===== config.mk =====
export PLATFORM = sky130hd
export DESIGN_NAME = page_frame_allocator_replacement_unit
export DESIGN_NICKNAME = d
export VERILOG_FILES = /design/src/pfar_pkg.sv /design/src/page_frame_allocator_replacement_unit.sv /design/src/pfar_ctrl.sv /design/src/pfar_dp.sv
export SDC_FILE = /design/constraint.sdc
export NUM_CORES = 1
export LEC_CHECK = 0
export BUFFER_PORTS_ARGS = -buffer_cell sky130_fd_sc_hd__buf_2
export CAP_MARGIN = 40
export CORE_ASPECT_RATIO = 0.6
export CORE_MARGIN = 5
export CORE_UTILIZATION = 57
export CTS_BUF_LIST = sky130_fd_sc_hd__clkbuf_16
export DETAILED_ROUTE_END_ITERATION = 10
export GPL_TIMING_DRIVEN = 1
export HOLD_SLACK_MARGIN = 0.06
export PLACE_DENSITY = 0.76
export SYNTH_ARGS = -nofsm -noshare
export SYNTH_HDL_FRONTEND = slang
export SYNTH_HIERARCHICAL = 1
export SYNTH_SLANG_ARGS = --single-unit

===== constraint.sdc =====
create_clock -name clk -period 5.2 [get_ports clk]
set_input_delay 0.52 -clock clk [delete_from_list [all_inputs] [get_ports clk]]
set_output_delay 0.52 -clock clk [all_outputs]
set_load 0.02 [all_outputs]

===== src/pfar_pkg.sv =====
package pfar_pkg;

	localparam int FRAME_COUNT = 16;
	localparam int STAMP_BITS  = 32;
	localparam int IDX_W       = $clog2(FRAME_COUNT);
	localparam int FREE_W      = $clog2(FRAME_COUNT + 1);

	localparam int IN_DATA_W   = 24;
	localparam int OUT_DATA_W  = 32;

	typedef logic [IDX_W-1:0]      idx_t;
	typedef logic [STAMP_BITS-1:0] stamp_t;
	typedef logic [FREE_W-1:0]     free_t;

	// request commands
	localparam logic [1:0] CMD_ALLOC  = 2'd0;
	localparam logic [1:0] CMD_FREE   = 2'd1;
	localparam logic [1:0] CMD_ACCESS = 2'd2;

	// result status codes
	localparam logic [2:0] ST_ALLOC_FREE  = 3'd0;
	localparam logic [2:0] ST_ALLOC_EVICT = 3'd1;
	localparam logic [2:0] ST_FREED       = 3'd2;
	localparam logic [2:0] ST_NOP         = 3'd3;
	localparam logic [2:0] ST_ACCESSED    = 3'd4;

	typedef struct packed {
		logic load;
		logic start_clock;
		logic clock_step;
		logic start_lru;
		logic lru_step;
		logic commit;
	} pfar_cmd_t;

	typedef struct packed {
		logic need_evict;
		logic use_lru;
		logic clock_done;
		logic lru_last;
		logic out_free;
	} pfar_stat_t;

	function automatic idx_t adv_hand(input idx_t h);
		return (h == idx_t'(FRAME_COUNT - 1)) ? '0 : h + idx_t'(1);
	endfunction

endpackage


===== src/page_frame_allocator_replacement_unit.sv =====
// Physical frame allocator with page replacement over a 16-frame table.
// Each request (s_tuser = command) allocates the lowest free frame, frees a
// frame, or records an access (sets R, sets D on writes, stamps the frame
// with a running time counter). When no frame is free an allocate evicts a
// victim chosen by the policy register on the cfg port: 0 selects enhanced
// second chance (clock hand, up to four passes over the table looking for
// class 0, then 1, then 0, then 1, clearing R on class 2/3 frames as it
// goes), 1 selects least recently used (oldest stamp, lowest index on a
// tie). The victim's owner, page and write-back flag come back with the
// result. One request is handled at a time. Free, access and non-evicting
// allocate pass through the exec and commit states; a clock eviction adds
// one step per frame inspected by the hand (at most 64 frames, four passes);
// an LRU eviction adds a stamp scan over frames 1 to FRAME_COUNT-1, one
// frame per cycle through a single comparator. The result sits in an output
// register, so the next request is taken while it waits for m_tready.
// Policy writes are only legal while the block is idle.
module page_frame_allocator_replacement_unit (
	input  logic        clk,
	input  logic        arst_n,
	// config: policy select, 0 = second chance clock, 1 = LRU
	input  logic        cfg_valid,
	output logic        cfg_ready,
	input  logic        cfg_data,
	// request
	input  logic        s_tvalid,
	output logic        s_tready,
	input  logic [23:0] s_tdata,   // process_tag[7:0], page_number[15:8],
	                               // frame_index[19:16], is_write[20], zero pad
	input  logic [1:0]  s_tuser,   // cmd[1:0]
	// result
	output logic        m_tvalid,
	input  logic        m_tready,
	output logic [31:0] m_tdata,   // result_frame[3:0], victim_owner[11:4],
	                               // victim_page[19:12], needs_writeback[20],
	                               // frames_free[25:21], zero pad
	output logic [2:0]  m_tuser    // status[2:0]
);
	import pfar_pkg::*;

	pfar_cmd_t  cmd;
	pfar_stat_t stat;

	// policy register has no back-pressure
	assign cfg_ready = 1'b1;

	pfar_ctrl u_ctrl (
		.clk       (clk),
		.arst_n    (arst_n),
		.req_valid (s_tvalid),
		.req_ready (s_tready),
		.stat      (stat),
		.cmd       (cmd)
	);

	pfar_dp u_dp (
		.clk       (clk),
		.arst_n    (arst_n),
		.cmd       (cmd),
		.stat      (stat),
		.req_user  (s_tuser),
		.req_data  (s_tdata),
		.cfg_valid (cfg_valid),
		.cfg_data  (cfg_data),
		.res_valid (m_tvalid),
		.res_ready (m_tready),
		.res_user  (m_tuser),
		.res_data  (m_tdata)
	);

`ifndef SYNTH
	// one request in flight: busy right after an accept
	a_busy_after_accept: assert property (@(posedge clk) disable iff (!arst_n)
		s_tvalid && s_tready |=> !s_tready)
		else $error("request accepted while previous one in flight");

	// an eviction only happens with the table full
	a_evict_full: assert property (@(posedge clk) disable iff (!arst_n)
		m_tvalid && (m_tuser == ST_ALLOC_EVICT) |-> (m_tdata[25:21] == 5'd0))
		else $error("eviction reported with free frames left");

	// victim fields are zero unless a frame was evicted
	a_victim_zero: assert property (@(posedge clk) disable iff (!arst_n)
		m_tvalid && (m_tuser != ST_ALLOC_EVICT) |-> (m_tdata[20:4] == 17'd0))
		else $error("victim data on a non-evicting result");

	// free count never exceeds the table size
	a_free_bound: assert property (@(posedge clk) disable iff (!arst_n)
		m_tvalid |-> (32'(m_tdata[25:21]) <= FRAME_COUNT))
		else $error("free frame count out of range");
`endif

endmodule


===== src/pfar_ctrl.sv =====
module pfar_ctrl (
	input  logic                clk,
	input  logic                arst_n,
	input  logic                req_valid,
	output logic                req_ready,
	input  pfar_pkg::pfar_stat_t stat,
	output pfar_pkg::pfar_cmd_t  cmd
);
	import pfar_pkg::*;

	typedef enum logic [4:0] {
		S_IDLE   = 5'b00001,
		S_EXEC   = 5'b00010,
		S_CLOCK  = 5'b00100,
		S_LRU    = 5'b01000,
		S_COMMIT = 5'b10000
	} state_t;

	state_t state_q, state_d;

	assign req_ready = (state_q == S_IDLE);

	always_comb begin
		state_d = state_q;
		cmd     = '0;
		unique case (state_q)
			S_IDLE: begin
				if (req_valid) begin
					cmd.load = 1'b1;
					state_d  = S_EXEC;
				end
			end
			S_EXEC: begin
				if (stat.need_evict && stat.use_lru) begin
					cmd.start_lru = 1'b1;
					state_d       = S_LRU;
				end else if (stat.need_evict) begin
					cmd.start_clock = 1'b1;
					state_d         = S_CLOCK;
				end else begin
					state_d = S_COMMIT;
				end
			end
			S_CLOCK: begin
				cmd.clock_step = 1'b1;
				if (stat.clock_done)
					state_d = S_COMMIT;
			end
			S_LRU: begin
				cmd.lru_step = 1'b1;
				if (stat.lru_last)
					state_d = S_COMMIT;
			end
			S_COMMIT: begin
				if (stat.out_free) begin
					cmd.commit = 1'b1;
					state_d    = S_IDLE;
				end
			end
			default: state_d = S_IDLE;
		endcase
	end

	always_ff @(posedge clk or negedge arst_n) begin
		if (!arst_n)
			state_q <= S_IDLE;
		else
			state_q <= state_d;
	end

endmodule


===== src/pfar_dp.sv =====
module pfar_dp (
	input  logic                               clk,
	input  logic                               arst_n,
	input  pfar_pkg::pfar_cmd_t                cmd,
	output pfar_pkg::pfar_stat_t               stat,
	input  logic [1:0]                         req_user,
	input  logic [pfar_pkg::IN_DATA_W-1:0]     req_data,
	input  logic                               cfg_valid,
	input  logic                               cfg_data,
	output logic                               res_valid,
	input  logic                               res_ready,
	output logic [2:0]                         res_user,
	output logic [pfar_pkg::OUT_DATA_W-1:0]    res_data
);
	import pfar_pkg::*;

	// latched request
	logic [1:0] cmd_q;
	logic [7:0] tag_q;
	logic [7:0] page_q;
	logic [3:0] fi_q;
	logic       wr_q;

	// frame table
	logic [FRAME_COUNT-1:0] in_use_q;
	logic [FRAME_COUNT-1:0] ref_q;
	logic [FRAME_COUNT-1:0] mod_q;
	logic [7:0]             owner_q [FRAME_COUNT];
	logic [7:0]             opage_q [FRAME_COUNT];
	stamp_t                 stamp_q [FRAME_COUNT];

	idx_t   hand_q;
	stamp_t time_q;
	free_t  free_q;
	logic   use_lru_q;

	// search state
	idx_t   pos_q;
	logic [1:0] pass_q;
	idx_t   victim_q;
	stamp_t best_stamp_q;

	// output register
	logic        res_valid_q;
	logic [2:0]  res_status_q;
	logic [3:0]  res_frame_q;
	logic [7:0]  res_vown_q;
	logic [7:0]  res_vpage_q;
	logic        res_wb_q;
	logic [4:0]  res_free_q;

	logic   all_used;
	idx_t   free_idx;
	logic   fi_ok;
	idx_t   fi_idx;
	logic   pos_last;
	logic   clk_hit;
	logic   clk_last;
	stamp_t scan_stamp;
	logic   lru_less;
	logic   out_free;

	assign all_used = &in_use_q;

	// lowest free frame
	always_comb begin
		free_idx = '0;
		for (int i = FRAME_COUNT - 1; i >= 0; i--) begin
			if (!in_use_q[i])
				free_idx = idx_t'(i);
		end
	end

	assign fi_ok  = (32'(fi_q) < FRAME_COUNT);
	assign fi_idx = idx_t'(fi_q);

	assign pos_last = (pos_q == idx_t'(FRAME_COUNT - 1));
	assign clk_hit  = in_use_q[hand_q] &&
		({ref_q[hand_q], mod_q[hand_q]} == {1'b0, pass_q[0]});
	assign clk_last = pos_last && (pass_q == 2'd3);

	assign scan_stamp = stamp_q[pos_q];
	assign lru_less   = (scan_stamp < best_stamp_q);

	assign out_free = !res_valid_q || res_ready;

	assign stat.need_evict = (cmd_q == CMD_ALLOC) && all_used;
	assign stat.use_lru    = use_lru_q;
	assign stat.clock_done = clk_hit || clk_last;
	assign stat.lru_last   = pos_last;
	assign stat.out_free   = out_free;

	// result of the committed request
	logic [2:0] r_status;
	logic [3:0] r_frame;
	logic [7:0] r_vown;
	logic [7:0] r_vpage;
	logic       r_wb;
	free_t      r_free;
	idx_t       alloc_idx;

	assign alloc_idx = all_used ? victim_q : free_idx;

	always_comb begin
		r_status = ST_NOP;
		r_frame  = fi_q;
		r_vown   = '0;
		r_vpage  = '0;
		r_wb     = 1'b0;
		r_free   = free_q;
		unique case (cmd_q)
			CMD_ALLOC: begin
				r_frame = 4'(alloc_idx);
				if (all_used) begin
					r_status = ST_ALLOC_EVICT;
					r_vown   = owner_q[victim_q];
					r_vpage  = opage_q[victim_q];
					r_wb     = mod_q[victim_q];
				end else begin
					r_status = ST_ALLOC_FREE;
					r_free   = free_q - free_t'(1);
				end
			end
			CMD_FREE: begin
				if (fi_ok && in_use_q[fi_idx]) begin
					r_status = ST_FREED;
					r_free   = free_q + free_t'(1);
				end
			end
			CMD_ACCESS: begin
				if (fi_ok && in_use_q[fi_idx])
					r_status = ST_ACCESSED;
			end
			default: r_status = ST_NOP;
		endcase
	end

	// request latch and search registers
	always_ff @(posedge clk) begin
		if (cmd.load) begin
			cmd_q  <= req_user;
			tag_q  <= req_data[7:0];
			page_q <= req_data[15:8];
			fi_q   <= req_data[19:16];
			wr_q   <= req_data[20];
		end
		if (cmd.start_clock) begin
			pos_q  <= '0;
			pass_q <= 2'd0;
		end else if (cmd.clock_step) begin
			pos_q <= pos_last ? '0 : pos_q + idx_t'(1);
			if (pos_last)
				pass_q <= pass_q + 2'd1;
			if (clk_hit)
				victim_q <= hand_q;
			else if (clk_last)
				victim_q <= adv_hand(hand_q);
		end else if (cmd.start_lru) begin
			pos_q        <= idx_t'(1);
			victim_q     <= '0;
			best_stamp_q <= stamp_q[0];
		end else if (cmd.lru_step) begin
			pos_q <= pos_q + idx_t'(1);
			if (lru_less) begin
				victim_q     <= pos_q;
				best_stamp_q <= scan_stamp;
			end
		end
	end

	// owner fields: no reset, read only once every frame was allocated
	always_ff @(posedge clk) begin
		if (cmd.commit && (cmd_q == CMD_ALLOC)) begin
			owner_q[alloc_idx] <= tag_q;
			opage_q[alloc_idx] <= page_q;
		end
	end

	// table control state
	always_ff @(posedge clk or negedge arst_n) begin
		if (!arst_n) begin
			in_use_q  <= '0;
			ref_q     <= '0;
			mod_q     <= '0;
			hand_q    <= '0;
			time_q    <= '0;
			free_q    <= free_t'(FRAME_COUNT);
			use_lru_q <= 1'b0;
			for (int i = 0; i < FRAME_COUNT; i++)
				stamp_q[i] <= '0;
		end else begin
			if (cfg_valid)
				use_lru_q <= cfg_data;
			if (cmd.clock_step) begin
				if (in_use_q[hand_q] && !clk_hit && ref_q[hand_q])
					ref_q[hand_q] <= 1'b0;
				if (!clk_hit && clk_last)
					hand_q <= adv_hand(adv_hand(hand_q));
				else
					hand_q <= adv_hand(hand_q);
			end
			if (cmd.commit) begin
				free_q <= r_free;
				unique case (cmd_q)
					CMD_ALLOC: begin
						in_use_q[alloc_idx] <= 1'b1;
						ref_q[alloc_idx]    <= 1'b0;
						mod_q[alloc_idx]    <= 1'b0;
					end
					CMD_FREE: begin
						if (fi_ok && in_use_q[fi_idx])
							in_use_q[fi_idx] <= 1'b0;
					end
					CMD_ACCESS: begin
						if (fi_ok && in_use_q[fi_idx]) begin
							ref_q[fi_idx]   <= 1'b1;
							if (wr_q)
								mod_q[fi_idx] <= 1'b1;
							stamp_q[fi_idx] <= time_q;
							time_q          <= time_q + stamp_t'(1);
						end
					end
					default: ;
				endcase
			end
		end
	end

	// output register
	always_ff @(posedge clk or negedge arst_n) begin
		if (!arst_n)
			res_valid_q <= 1'b0;
		else if (cmd.commit)
			res_valid_q <= 1'b1;
		else if (res_ready)
			res_valid_q <= 1'b0;
	end

	always_ff @(posedge clk) begin
		if (cmd.commit) begin
			res_status_q <= r_status;
			res_frame_q  <= r_frame;
			res_vown_q   <= r_vown;
			res_vpage_q  <= r_vpage;
			res_wb_q     <= r_wb;
			res_free_q   <= 5'(r_free);
		end
	end

	assign res_valid = res_valid_q;
	assign res_user  = res_status_q;
	assign res_data  = {6'b0, res_free_q, res_wb_q, res_vpage_q, res_vown_q, res_frame_q};

endmodule

==> impl_metrics.env, run 1 <==
export IMPL_nets=2768
export IMPL_synth_top_area_share_pct=35.6
export IMPL_grtUsageTotal_pct=26.4
export IMPL_crit_path_max_fanout=34
export IMPL_ys_flop_type="dfrtp_1"
export IMPL_cts_sinks=958
export IMPL_yosys_warnings=6
export IMPL_diodes=0
export IMPL_tritoncts="yes"
export IMPL_ioPinCount=70
export IMPL_grt_ovfl_total=0
export IMPL_die_x_um=363
export IMPL_fin_crit_sh_pct=89.6
export IMPL_ant_nets=0
export IMPL_ys_seq_area_share_pct=60.2
export IMPL_drc=0
export IMPL_worst_hold_path_num_cells=2
export IMPL_synthMuxAreaShare_pct=27.5
export IMPL_postCtsSetupRepairBufs=0
export IMPL_final_area_um2=47100
export IMPL_wire_per_inst_um=27.9
export IMPL_clock_path_buffers=3
export IMPL_placed_cell_area_um2=44200
export IMPL_synth_compound_area_share_pct=3.22
export IMPL_fin_skew_ns=0.0255
export IMPL_holdWs_ns=0.120
export IMPL_ff2ff_path_depth=13
export IMPL_routed_wl_mm=105
export IMPL_yosys_top_cells_count="dfrtp_1, mux2_2, edfxtp_1, mux4_2, clkbuf_1"
export IMPL_cts_buffers=85
export IMPL_setup_viol=0
export IMPL_clk_latency_ns=0.66
export IMPL_synthAdderAreaFrac_pct=1.17
export IMPL_synth_top_area_cell="dfrtp_1"
export IMPL_arrival_ns=5.05
export IMPL_die_area_um2=80600
export IMPL_syn2layout_area_growth_pct=10.4
export IMPL_critical_path_class="flip-flop to flip-flop"
export IMPL_worst_hold_path_type="input port to flip-flop"
export IMPL_worstSetupStartpointType="flip-flop"
export IMPL_row_count=77
export IMPL_cellPowerDensity_nw_per_um2=313
export IMPL_peakVddDrop_mv=0.275
export IMPL_path_clk_slew_ns=0.06
export IMPL_syn_instance_count=2661
export IMPL_max_cap_violations=0
export IMPL_drive_gt1_share_pct=36.8
export IMPL_grt_max_degree=123
export IMPL_synth_edff_count=344
export IMPL_async_reset_ff_share_pct=63.5
export IMPL_die_y_um=222
export IMPL_synth_xor_area_share_pct=0.924
export IMPL_grt_pass1_wl_mm=161
export IMPL_leakage_nw=21.0
export IMPL_yosysUniqueCellTypes=77
export IMPL_syn_avg_cell_area_um2=16.0
export IMPL_final_hold_violation_count=0
export IMPL_drt_iter0_drc=2783
export IMPL_start_util_pct=57.7
export IMPL_synth_top_family_by_area="multiplexers"
export IMPL_ys_top_cells_by_area="dfrtp_1, edfxtp_1, mux4_2, mux2_2, mux2_1"
export IMPL_required_ns=5.59
export IMPL_portBuffers=59
export IMPL_dp_hpwl_mm=64.4
export IMPL_relSlewSlack_pct=38.4
export IMPL_worst_pin_slew_ns=0.921
export IMPL_synthMostInstantiatedCell="dfrtp_1"
export IMPL_grt_pass1_vias=25395
export IMPL_synth_simple_area_share_pct=3.97
export IMPL_synth_seq_cells=958
export IMPL_via_per_inst=6.56
export IMPL_first_pass_iters=6
export IMPL_via_count=24612
export IMPL_end_kind="flip-flop"
export IMPL_fin_setup_tns_ns=0
export IMPL_rsz0062_at_grt="no"
export IMPL_outcome="completed"
export IMPL_coreArea_um2=73900
export IMPL_cts_root_buf="clkbuf_16"
export IMPL_grt_antenna_before_repair=0
export IMPL_gp_congestion=0.888
export IMPL_htreeDepth=3
export IMPL_syn_area_um2=42600
export IMPL_slew_violations=0
export IMPL_fmax_ghz=0.215
export IMPL_fin_crit_ns=4.66
==> sequential cells by signal, indices dropped and copies added, names as in the netlist, 2 cells and up <==
name,cells
u_dp/res_frame_q,4
u_dp/res_user,3
u_dp/free_q,5
u_dp/victim_q,4
u_dp/res_vown_q,8
u_dp/mod_q,16
u_dp/pass_q,2
u_dp/ref_q,16
u_dp/hand_q,4
u_dp/best_stamp_q,32
u_ctrl/state_q,5
u_dp/stamp_q,512
u_dp/pos_q,4
u_dp/time_q,32
u_dp/res_free_q,5
u_dp/res_vpage_q,8
u_dp/in_use_q,16
u_dp/tag_q,8
u_dp/cmd_q,2
u_dp/page_q,8
u_dp/owner_q,128
u_dp/fi_idx,4
u_dp/opage_q,128
==> through the flow <==
step,util [%],total power [mW],cells,worst slack [ns]
3_3_place_gp,59.6,8.83,3562,0.420
3_5_place_dp,59.9,8.87,3572,0.767
6_report,63.7,14.8,3754,0.540
2_1_floorplan,-,8.56,2666,0.444
5_1_grt,63.7,15.2,3754,0.426
4_1_cts,63.7,14.8,3754,0.748
==> layout make-up <==
cell class / instances / area [um^2]
multi-input cells: 1427 / 15900
inverters: 56 / 210
repair buffers: 168 / 1470
fillers: 5023 / 26800
well taps: 987 / 1230
clock buffers: 89 / 2230
clock inverters: 69 / 388
flip-flops and latches: 958 / 25700
==> critical path, stage by stage (launching register included) <==
cell     delay, ns
dfxtp_4       0.52
buf_12        0.29
buf_4         0.21
mux4_2        0.35
mux4_2        0.50
ha_1          0.47
nand2_1       0.09
nor2_1        0.46
inv_1         0.09
o22ai_1       0.44
a21oi_1       0.15
o32ai_1       0.32
nor2_4        0.21
buf_12        0.23
==> what timing repair did <==
item | in CTS | in global routing
hold endpoints to repair | 132 | 0
hold buffers | 24 | 0
gates resized for setup | 0 | 0
==> kinds of logic after synthesis <==
logic type / count (synthesis)
flops: 958
mux: 801
simple gates: 323
buf+inv: 281
compound gates: 211
xor+xnor: 45
fa+ha+maj: 40
other cells: 2
==> routing by layer <==
| metal | track usage (%) | wire, um | vias up |
|---|---|---|---|
| li1 | - | - | 10156 |
| met1 | 40.6 | 46100 | 13147 |
| met2 | 38.0 | 46100 | 1152 |
| met3 | 7.95 | 10900 | 157 |
| met4 | 5.29 | 1870 | 0 |
| met5 | 0 | 0 | - |
==> worst paths after layout <==
| kind | endpoint | slack (ns) | start |
|---|---|---|---|
| setup / recovery | u_dp/best_stamp_q[20]$_DFFE_PP_ | 0.54 | u_dp/pos_q[1]$_SDFFE_PP0N_ |
| hold / removal | u_dp/use_lru_q$_DFFE_PN0P_ | 0.12 | cfg_data |
| setup reg to reg | u_dp/best_stamp_q[20]$_DFFE_PP_ | 0.54 | u_dp/pos_q[1]$_SDFFE_PP0N_ |
| hold reg to reg | u_dp/stamp_q[312]$_DFFE_PN0P_ | 0.48 | u_dp/stamp_q[312]$_DFFE_PN0P_ |
| max in group asynchronous | u_dp/stamp_q[456]$_DFFE_PN0P_ | 3.22 | arst_n |
| min in group asynchronous | u_dp/stamp_q[178]$_DFFE_PN0P_ | 0.58 | arst_n |
==> layout by cell type, fill, tap and decap left out, types with 36 or more instances in the layout <==
master     count
mux2_1        60
edfxtp_1     344
dfrtp_1      606
clkbuf_16     89
ha_1          40
a211oi_1      36
o21ai_0       59
buf_2         58
buf_4         63
nand2_1       78
inv_1         87
nor2_1        50
mux4_2       245
mux2_2       470
==> power by group <==
group          internal, mW  total, mW  switching [mW]  leakage (nW)
Clock                  3.24       6.02            2.78          1.40
Combinational         0.163      0.540           0.376          8.12
Sequential             8.02       8.21           0.182          11.5
No activity file was read; power rests on OpenSTA's default activity.
==> run 2: changes to the inputs <==
- CORE_UTILIZATION: 57 -> 60
- PLACE_DENSITY: 0.76 -> 0.77
- clock period: 5.2 -> 5.4 ns (I/O delays scaled with it)
==> run 2 against run 1 <==
Effect of this change: combinational power down 5.6%; hold slack worse by 0.027 ns; sequential share of layout area up 0.11 points; clock skew down 0.00063 ns; clock power about the same; flip-flop and latch count unchanged; count of clock-buffer cells in the layout down 1; first-iteration DRC count down 3.5%; fmax up 0.38%; setup slack better by 0.22 ns; largest power group unchanged.
==> impl_metrics.env, run 2 (synthesis gave the netlist of run 1 again) <==
export IMPL_end_kind="flip-flop"
export IMPL_grtUsageTotal_pct=27.5
export IMPL_largest_registers="u_dp/stamp_q: 512 flops, u_dp/opage_q: 128 flops, u_dp/owner_q: 128 flops"
export IMPL_outcome="completed"
export IMPL_worst_hold_path_type="input port to flip-flop"
export IMPL_cts_resized=0
export IMPL_rsz0062_at_grt="no"
export IMPL_fmax_ghz=0.215
export IMPL_cts_sinks=958
export IMPL_clock_path_buffers=3
export IMPL_relSlewSlack_pct=33.9
export IMPL_setup_viol=0
export IMPL_grt_ovfl_total=0
export IMPL_die_x_um=354
export IMPL_nets=2760
export IMPL_whs_endpoint="u_dp/wr_q$_DFFE_PP_"
export IMPL_clk_latency_ns=0.65
export IMPL_syn2layout_area_growth_pct=10.2
export IMPL_tritoncts="yes"
export IMPL_r2r_start="u_dp/pos_q[0]$_SDFFE_PP0N_"
export IMPL_worst_pin_slew_ns=0.992
export IMPL_drc=0
export IMPL_via_count=24665
export IMPL_peakVddDrop_mv=0.261
export IMPL_wire_per_inst_um=28.2
export IMPL_critical_path_class="flip-flop to flip-flop"
export IMPL_coreArea_um2=70200
export IMPL_largest_reg_flops=512
export IMPL_ant_nets=0
export IMPL_regMostFlops="u_dp/stamp_q"
export IMPL_grt_antenna_before_repair=1
export IMPL_timing_rr_end="u_dp/best_stamp_q[17]$_DFFE_PP_"
export IMPL_worstSetupStartpointType="flip-flop"
export IMPL_fin_skew_ns=0.0249
export IMPL_crit_path_max_fanout=32
export IMPL_max_cap_violations=0
export IMPL_cts_root_buf="clkbuf_16"
export IMPL_fin_crit_sh_pct=86.0
export IMPL_diodes=0
export IMPL_drive_gt1_share_pct=37.1
export IMPL_path_clk_slew_ns=0.07
export IMPL_ioPinCount=70
export IMPL_cts_buffers=86
export IMPL_utilization_pct=67.0
export IMPL_required_ns=5.67
export IMPL_fin_setup_tns_ns=0
export IMPL_grt_pass1_wl_mm=160
export IMPL_drt_iter0_drc=2686
export IMPL_final_common_cell="dfrtp_1"
export IMPL_cellPowerDensity_nw_per_um2=307
export IMPL_mostFrequentLayoutCells="dfrtp_1, mux2_2, edfxtp_1"
export IMPL_grt_pass1_vias=25557
export IMPL_first_pass_iters=8
export IMPL_htreeDepth=3
export IMPL_final_hold_violation_count=0
export IMPL_portBuffers=59
export IMPL_gp_congestion=0.922
export IMPL_min_from="s_tdata[20]"
export IMPL_die_area_um2=76700
export IMPL_arrival_ns=4.91
export IMPL_row_count=75
export IMPL_worst_hold_path_num_cells=1
export IMPL_grt_max_degree=124
export IMPL_die_y_um=216
export IMPL_routed_wl_mm=104
export IMPL_dp_hpwl_mm=63.4
export IMPL_start_util_pct=60.7
export IMPL_via_per_inst=6.70
export IMPL_leakage_nw=20.9
export IMPL_slew_violations=0
export IMPL_fin_crit_ns=4.64
export IMPL_ff2ff_path_depth=13
export IMPL_holdWs_ns=0.0924
export IMPL_ff2ff_setup_slack_ns=0.76
-- run 2: cell count changes in the layout (fill, tap and decap cells not counted), sizes merged --
cell         delta
clkinv         +13
inv            -16
bufinv          +4
clkinvlp        +2
clkbuf          -1
buf             -3
dlygate4sd3     -6
-- run 2: layout make-up --
type                            instances  area [um^2]
Fill cell                            4651        23200
Tap cell                              924         1160
Multi-Input combinational cell       1427        15900
Timing Repair Buffer                  159         1340
Clock buffer                           88         2200
Sequential cell                       958        25700
Clock inverter                         72          526
Inverter                               56          210
-- run 2: worst max-delay path: stages, from the launching register on --
cell and delay, ns:
dfxtp_4 0.56, buf_4 0.30, mux4_2 0.54, mux4_2 0.54, ha_1 0.32, a211oi_1 0.22
o21ai_0 0.14, a221oi_1 0.34, o22ai_1 0.23, a21oi_1 0.19, o32ai_1 0.09, buf_4 0.18
nor2_4 0.07, buf_4 0.48
-- run 2: worst max path at each step --
stage	cells after the start	startpoint	endpoint
global route	13	u_dp/pos_q[0]$_SDFFE_PP0N_	u_dp/best_stamp_q[15]$_DFFE_PP_
finish	13	u_dp/pos_q[0]$_SDFFE_PP0N_	u_dp/best_stamp_q[17]$_DFFE_PP_
floorplan	13	u_dp/pos_q[0]$_SDFFE_PP0N_	u_dp/best_stamp_q[0]$_DFFE_PP_
detailed placement	13	u_dp/pos_q[0]$_SDFFE_PP0N_	u_dp/best_stamp_q[18]$_DFFE_PP_
global placement	13	u_dp/pos_q[0]$_SDFFE_PP0N_	u_dp/best_stamp_q[12]$_DFFE_PP_
CTS	13	u_dp/pos_q[0]$_SDFFE_PP0N_	u_dp/best_stamp_q[17]$_DFFE_PP_
-- run 2: through the flow --
| step | power, mW | cells | setup slack [ns] | area (um^2) |
|---|---|---|---|---|
| final | 14.4 | 3684 | 0.758 | 47000 |
| after CTS | 14.5 | 3683 | 0.755 | 47000 |
| after global placement | 8.49 | 3496 | 0.713 | 43900 |
| after floorplan | 8.24 | 2666 | 0.120 | 42700 |
| after detailed placement | 8.53 | 3505 | 0.754 | 44100 |
| after global routing | 14.9 | 3684 | 0.476 | 47000 |
-- run 2: where the power goes --
part | internal [mW] | switching (mW)
clock | 3.30 | 2.71
combinational | 0.152 | 0.359
sequential | 7.73 | 0.174
total | 11.2 | 3.24
-- run 2: repair_timing --
item	CTS	global route
endpoints found under the hold margin	54	0
hold buffers	18	0
buffers inserted	0	0
-- run 2: layer usage --
metal | part of all wire [%] | routed length, um | global-route usage, %
met3 | 10 | 10500 | 7.49
met5 | 0.012 | 13 | 0
met2 | 44 | 46000 | 39.4
met1 | 43 | 45200 | 42.5
met4 | 2.2 | 2330 | 7.01
==> run 3: changes to the inputs <==
- SYNTH_HIERARCHICAL: 1 -> not set
==> run 3 against run 2 <==
Effect of this change: clock power barely moved; critical path depth shrank 2; count of clock-buffer cells in the layout did not move; area after synthesis about the same; fmax down 3.0%; sequential share of layout area is 0.091 points higher; flip-flop and latch count stayed put; largest cell class unchanged; highest routed layer is now met4.
==> impl_metrics.env, run 3 <==
export IMPL_cts_buffers=85
export IMPL_dp_cells=3515
export IMPL_htreeDepth=3
export IMPL_worst_hold_path_type="input port to flip-flop"
export IMPL_outcome="completed"
export IMPL_gr_usage_met3_pct=5.50
export IMPL_cellPowerDensity_nw_per_um2=307
export IMPL_final_common_cell="dfrtp_1"
export IMPL_yosys_warnings=0
export IMPL_synth_top_area_cell="dfrtp_1"
export IMPL_coreArea_um2=70100
export IMPL_synth_seq_cells=958
export IMPL_setup_viol=0
export IMPL_fin_crit_sh_pct=88.6
export IMPL_end_kind="flip-flop"
export IMPL_grt_ovfl_total=0
export IMPL_die_y_um=216
export IMPL_cts_resized=0
export IMPL_diodes=0
export IMPL_relSlewSlack_pct=24.4
export IMPL_drc=0
export IMPL_critical_path_class="flip-flop to flip-flop"
export IMPL_cts_root_buf="clkbuf_16"
export IMPL_yosysUniqueCellTypes=71
export IMPL_rsz0062_at_grt="no"
export IMPL_max_stage_delay_ns=0.80
export IMPL_grtUsageTotal_pct=27.6
export IMPL_slowest_stage="dfxtp_4"
export IMPL_final_cell_count_no_fill=3683
export IMPL_busiest_layer="met1"
export IMPL_grt_pass1_vias=25562
export IMPL_use_met2_pct=40.4
export IMPL_required_ns=5.72
export IMPL_wire_per_inst_um=28.1
export IMPL_fmax_ghz=0.209
export IMPL_row_count=75
export IMPL_syn2layout_area_growth_pct=10.1
export IMPL_syn_avg_cell_area_um2=16.0
export IMPL_peakVddDrop_mv=0.262
export IMPL_crit_chain="buf_12 -> buf_4 -> mux4_2 -> mux4_2 -> ha_1 -> and3_1 -> a221oi_1 -> o221ai_1 -> a211o_1 -> nand2_2 -> buf_12"
export IMPL_grt_max_degree=179
export IMPL_async_reset_ff_share_pct=63.5
export IMPL_syn_area_um2=42600
export IMPL_largest_registers="u_dp.stamp_q: 512 flops, u_dp.opage_q: 128 flops, u_dp.owner_q: 128 flops"
export IMPL_hold_buffers=15
export IMPL_crit_path_max_fanout=29
export IMPL_grt_antenna_before_repair=0
export IMPL_nets=2765
export IMPL_routed_wl_mm=104
export IMPL_fin_setup_tns_ns=0
export IMPL_cts_sinks=958
export IMPL_ys_top_cells_by_area="dfrtp_1, edfxtp_1, mux4_2, mux2_2, nand2_1"
export IMPL_ys_flop_type="dfrtp_1"
export IMPL_regMostFlops="u_dp.stamp_q"
export IMPL_synth_edff_count=344
export IMPL_die_area_um2=76600
export IMPL_largest_reg_flops=512
export IMPL_gp_congestion=0.927
export IMPL_synthMostInstantiatedCell="dfrtp_1"
export IMPL_ioPinCount=70
export IMPL_use_met1_pct=43.7
export IMPL_slew_violations=0
export IMPL_start_util_pct=60.8
export IMPL_first_pass_iters=5
export IMPL_ant_nets=0
export IMPL_postCtsSetupRepairBufs=0
export IMPL_grt_pass1_wl_mm=161
export IMPL_clk_latency_ns=0.65
export IMPL_fin_skew_ns=0.0334
export IMPL_via_per_inst=6.68
export IMPL_dp_hpwl_mm=64.4
export IMPL_portBuffers=59
export IMPL_final_hold_violation_count=0
export IMPL_ys_seq_area_share_pct=60.2
export IMPL_die_x_um=354
export IMPL_arrival_ns=5.11
export IMPL_tritoncts="yes"
export IMPL_fin_crit_ns=4.78
export IMPL_clock_path_buffers=3
export IMPL_yosys_top_cells_count="dfrtp_1, mux2_2, edfxtp_1, mux4_2, nand2_1"
export IMPL_max_cap_violations=0
export IMPL_synth_top_area_share_pct=35.6
export IMPL_worst_pin_slew_ns=1.13
export IMPL_via_count=24587
export IMPL_path_clk_slew_ns=0.07
export IMPL_leakage_nw=20.8
export IMPL_worstSetupStartpointType="flip-flop"
export IMPL_mostFrequentLayoutCells="dfrtp_1, mux2_2, edfxtp_1"
export IMPL_drt_iter0_drc=2950
export IMPL_drive_gt1_share_pct=38.9
export IMPL_syn_instance_count=2665
==> run 3: cell count changes after synthesis, sizes merged, moves of 14 or more <==
cell    change
mux4       +15
nor3       -14
mux2i      -20
buf        +24
a211oi     -30
mux2       -15
clkbuf     -32
o21ai      -22
nand2      +95
==> run 3: final cells by class <==
class | instances | area (um^2)
repair buffers | 153 | 1410
fillers | 4532 | 23200
clock buffers | 88 | 2200
multi-input cells | 1440 | 15800
well taps | 924 | 1160
inverters | 55 | 206
clock inverters | 65 | 488
flip-flops and latches | 958 | 25700
==> run 3: per-stage QoR <==
step	cell area, um^2	setup WS [ns]	total power [mW]	util, %	hold WS [ns]
after floorplan	42600	0.680	8.24	-	0.244
after global placement	43700	0.633	8.50	62.4	0.451
after detailed placement	44100	0.628	8.55	62.9	0.475
after CTS	46900	0.582	14.5	66.9	0.0604
after global routing	46900	0.329	14.9	66.9	0.0647
final	46900	0.616	14.4	66.9	0.0921
==> run 3: cell families after synthesis <==
group	count (synthesis)	synth area share, %
compound gates	150	2.40
buf+inv	272	2.94
flops	958	60.2
fa+ha+maj	40	1.17
xor+xnor	48	0.987
other cells	2	0.0176
simple gates	414	4.73
mux	781	27.5
==> run 3: critical path, delay by kind of cell (launching register included) <==
family,cells,cell delay [ns]
muxes,2,1.06
adders and majority gates,1,0.31
DFF,1,0.80
and+or+nand+nor,2,0.42
AOI/OAI and AO/OA,3,0.91
buffers and inverters,3,0.89
==> run 3: worst paths after layout <==
path | start | to | slack, ns | depth (start not counted)
worst min-delay path | s_tdata[6] | u_dp.tag_q[6]$_DFFE_PP_ | 0.09 | 1
worst max register to register | u_dp.pos_q[0]$_SDFFE_PP0N_ | u_dp.best_stamp_q[6]$_DFFE_PP_ | 0.62 | 11
worst max-delay path | u_dp.pos_q[0]$_SDFFE_PP0N_ | u_dp.best_stamp_q[6]$_DFFE_PP_ | 0.62 | 11
max in group asynchronous | arst_n | u_dp.stamp_q[23]$_DFFE_PN0P_ | 3.31 | 3
min in group asynchronous | arst_n | u_dp.free_q[2]$_DFFE_PN0P_ | 0.51 | 2
worst min register to register | u_dp.stamp_q[185]$_DFFE_PN0P_ | u_dp.stamp_q[185]$_DFFE_PN0P_ | 0.49 | 1
==> run 3: per-layer routing <==
metal | wire, um | share of wire (%)
met1 | 46300 | 45
met2 | 46000 | 44
met3 | 9420 | 9.1
met4 | 1860 | 1.8
met5 | 0 | 0
==> run 3: power by group <==
group	leakage [nW]	internal (mW)	switching, mW
combinational	7.87	0.146	0.388
clock	1.39	3.33	2.66
sequential	11.6	7.72	0.175
total	20.8	11.2	3.23
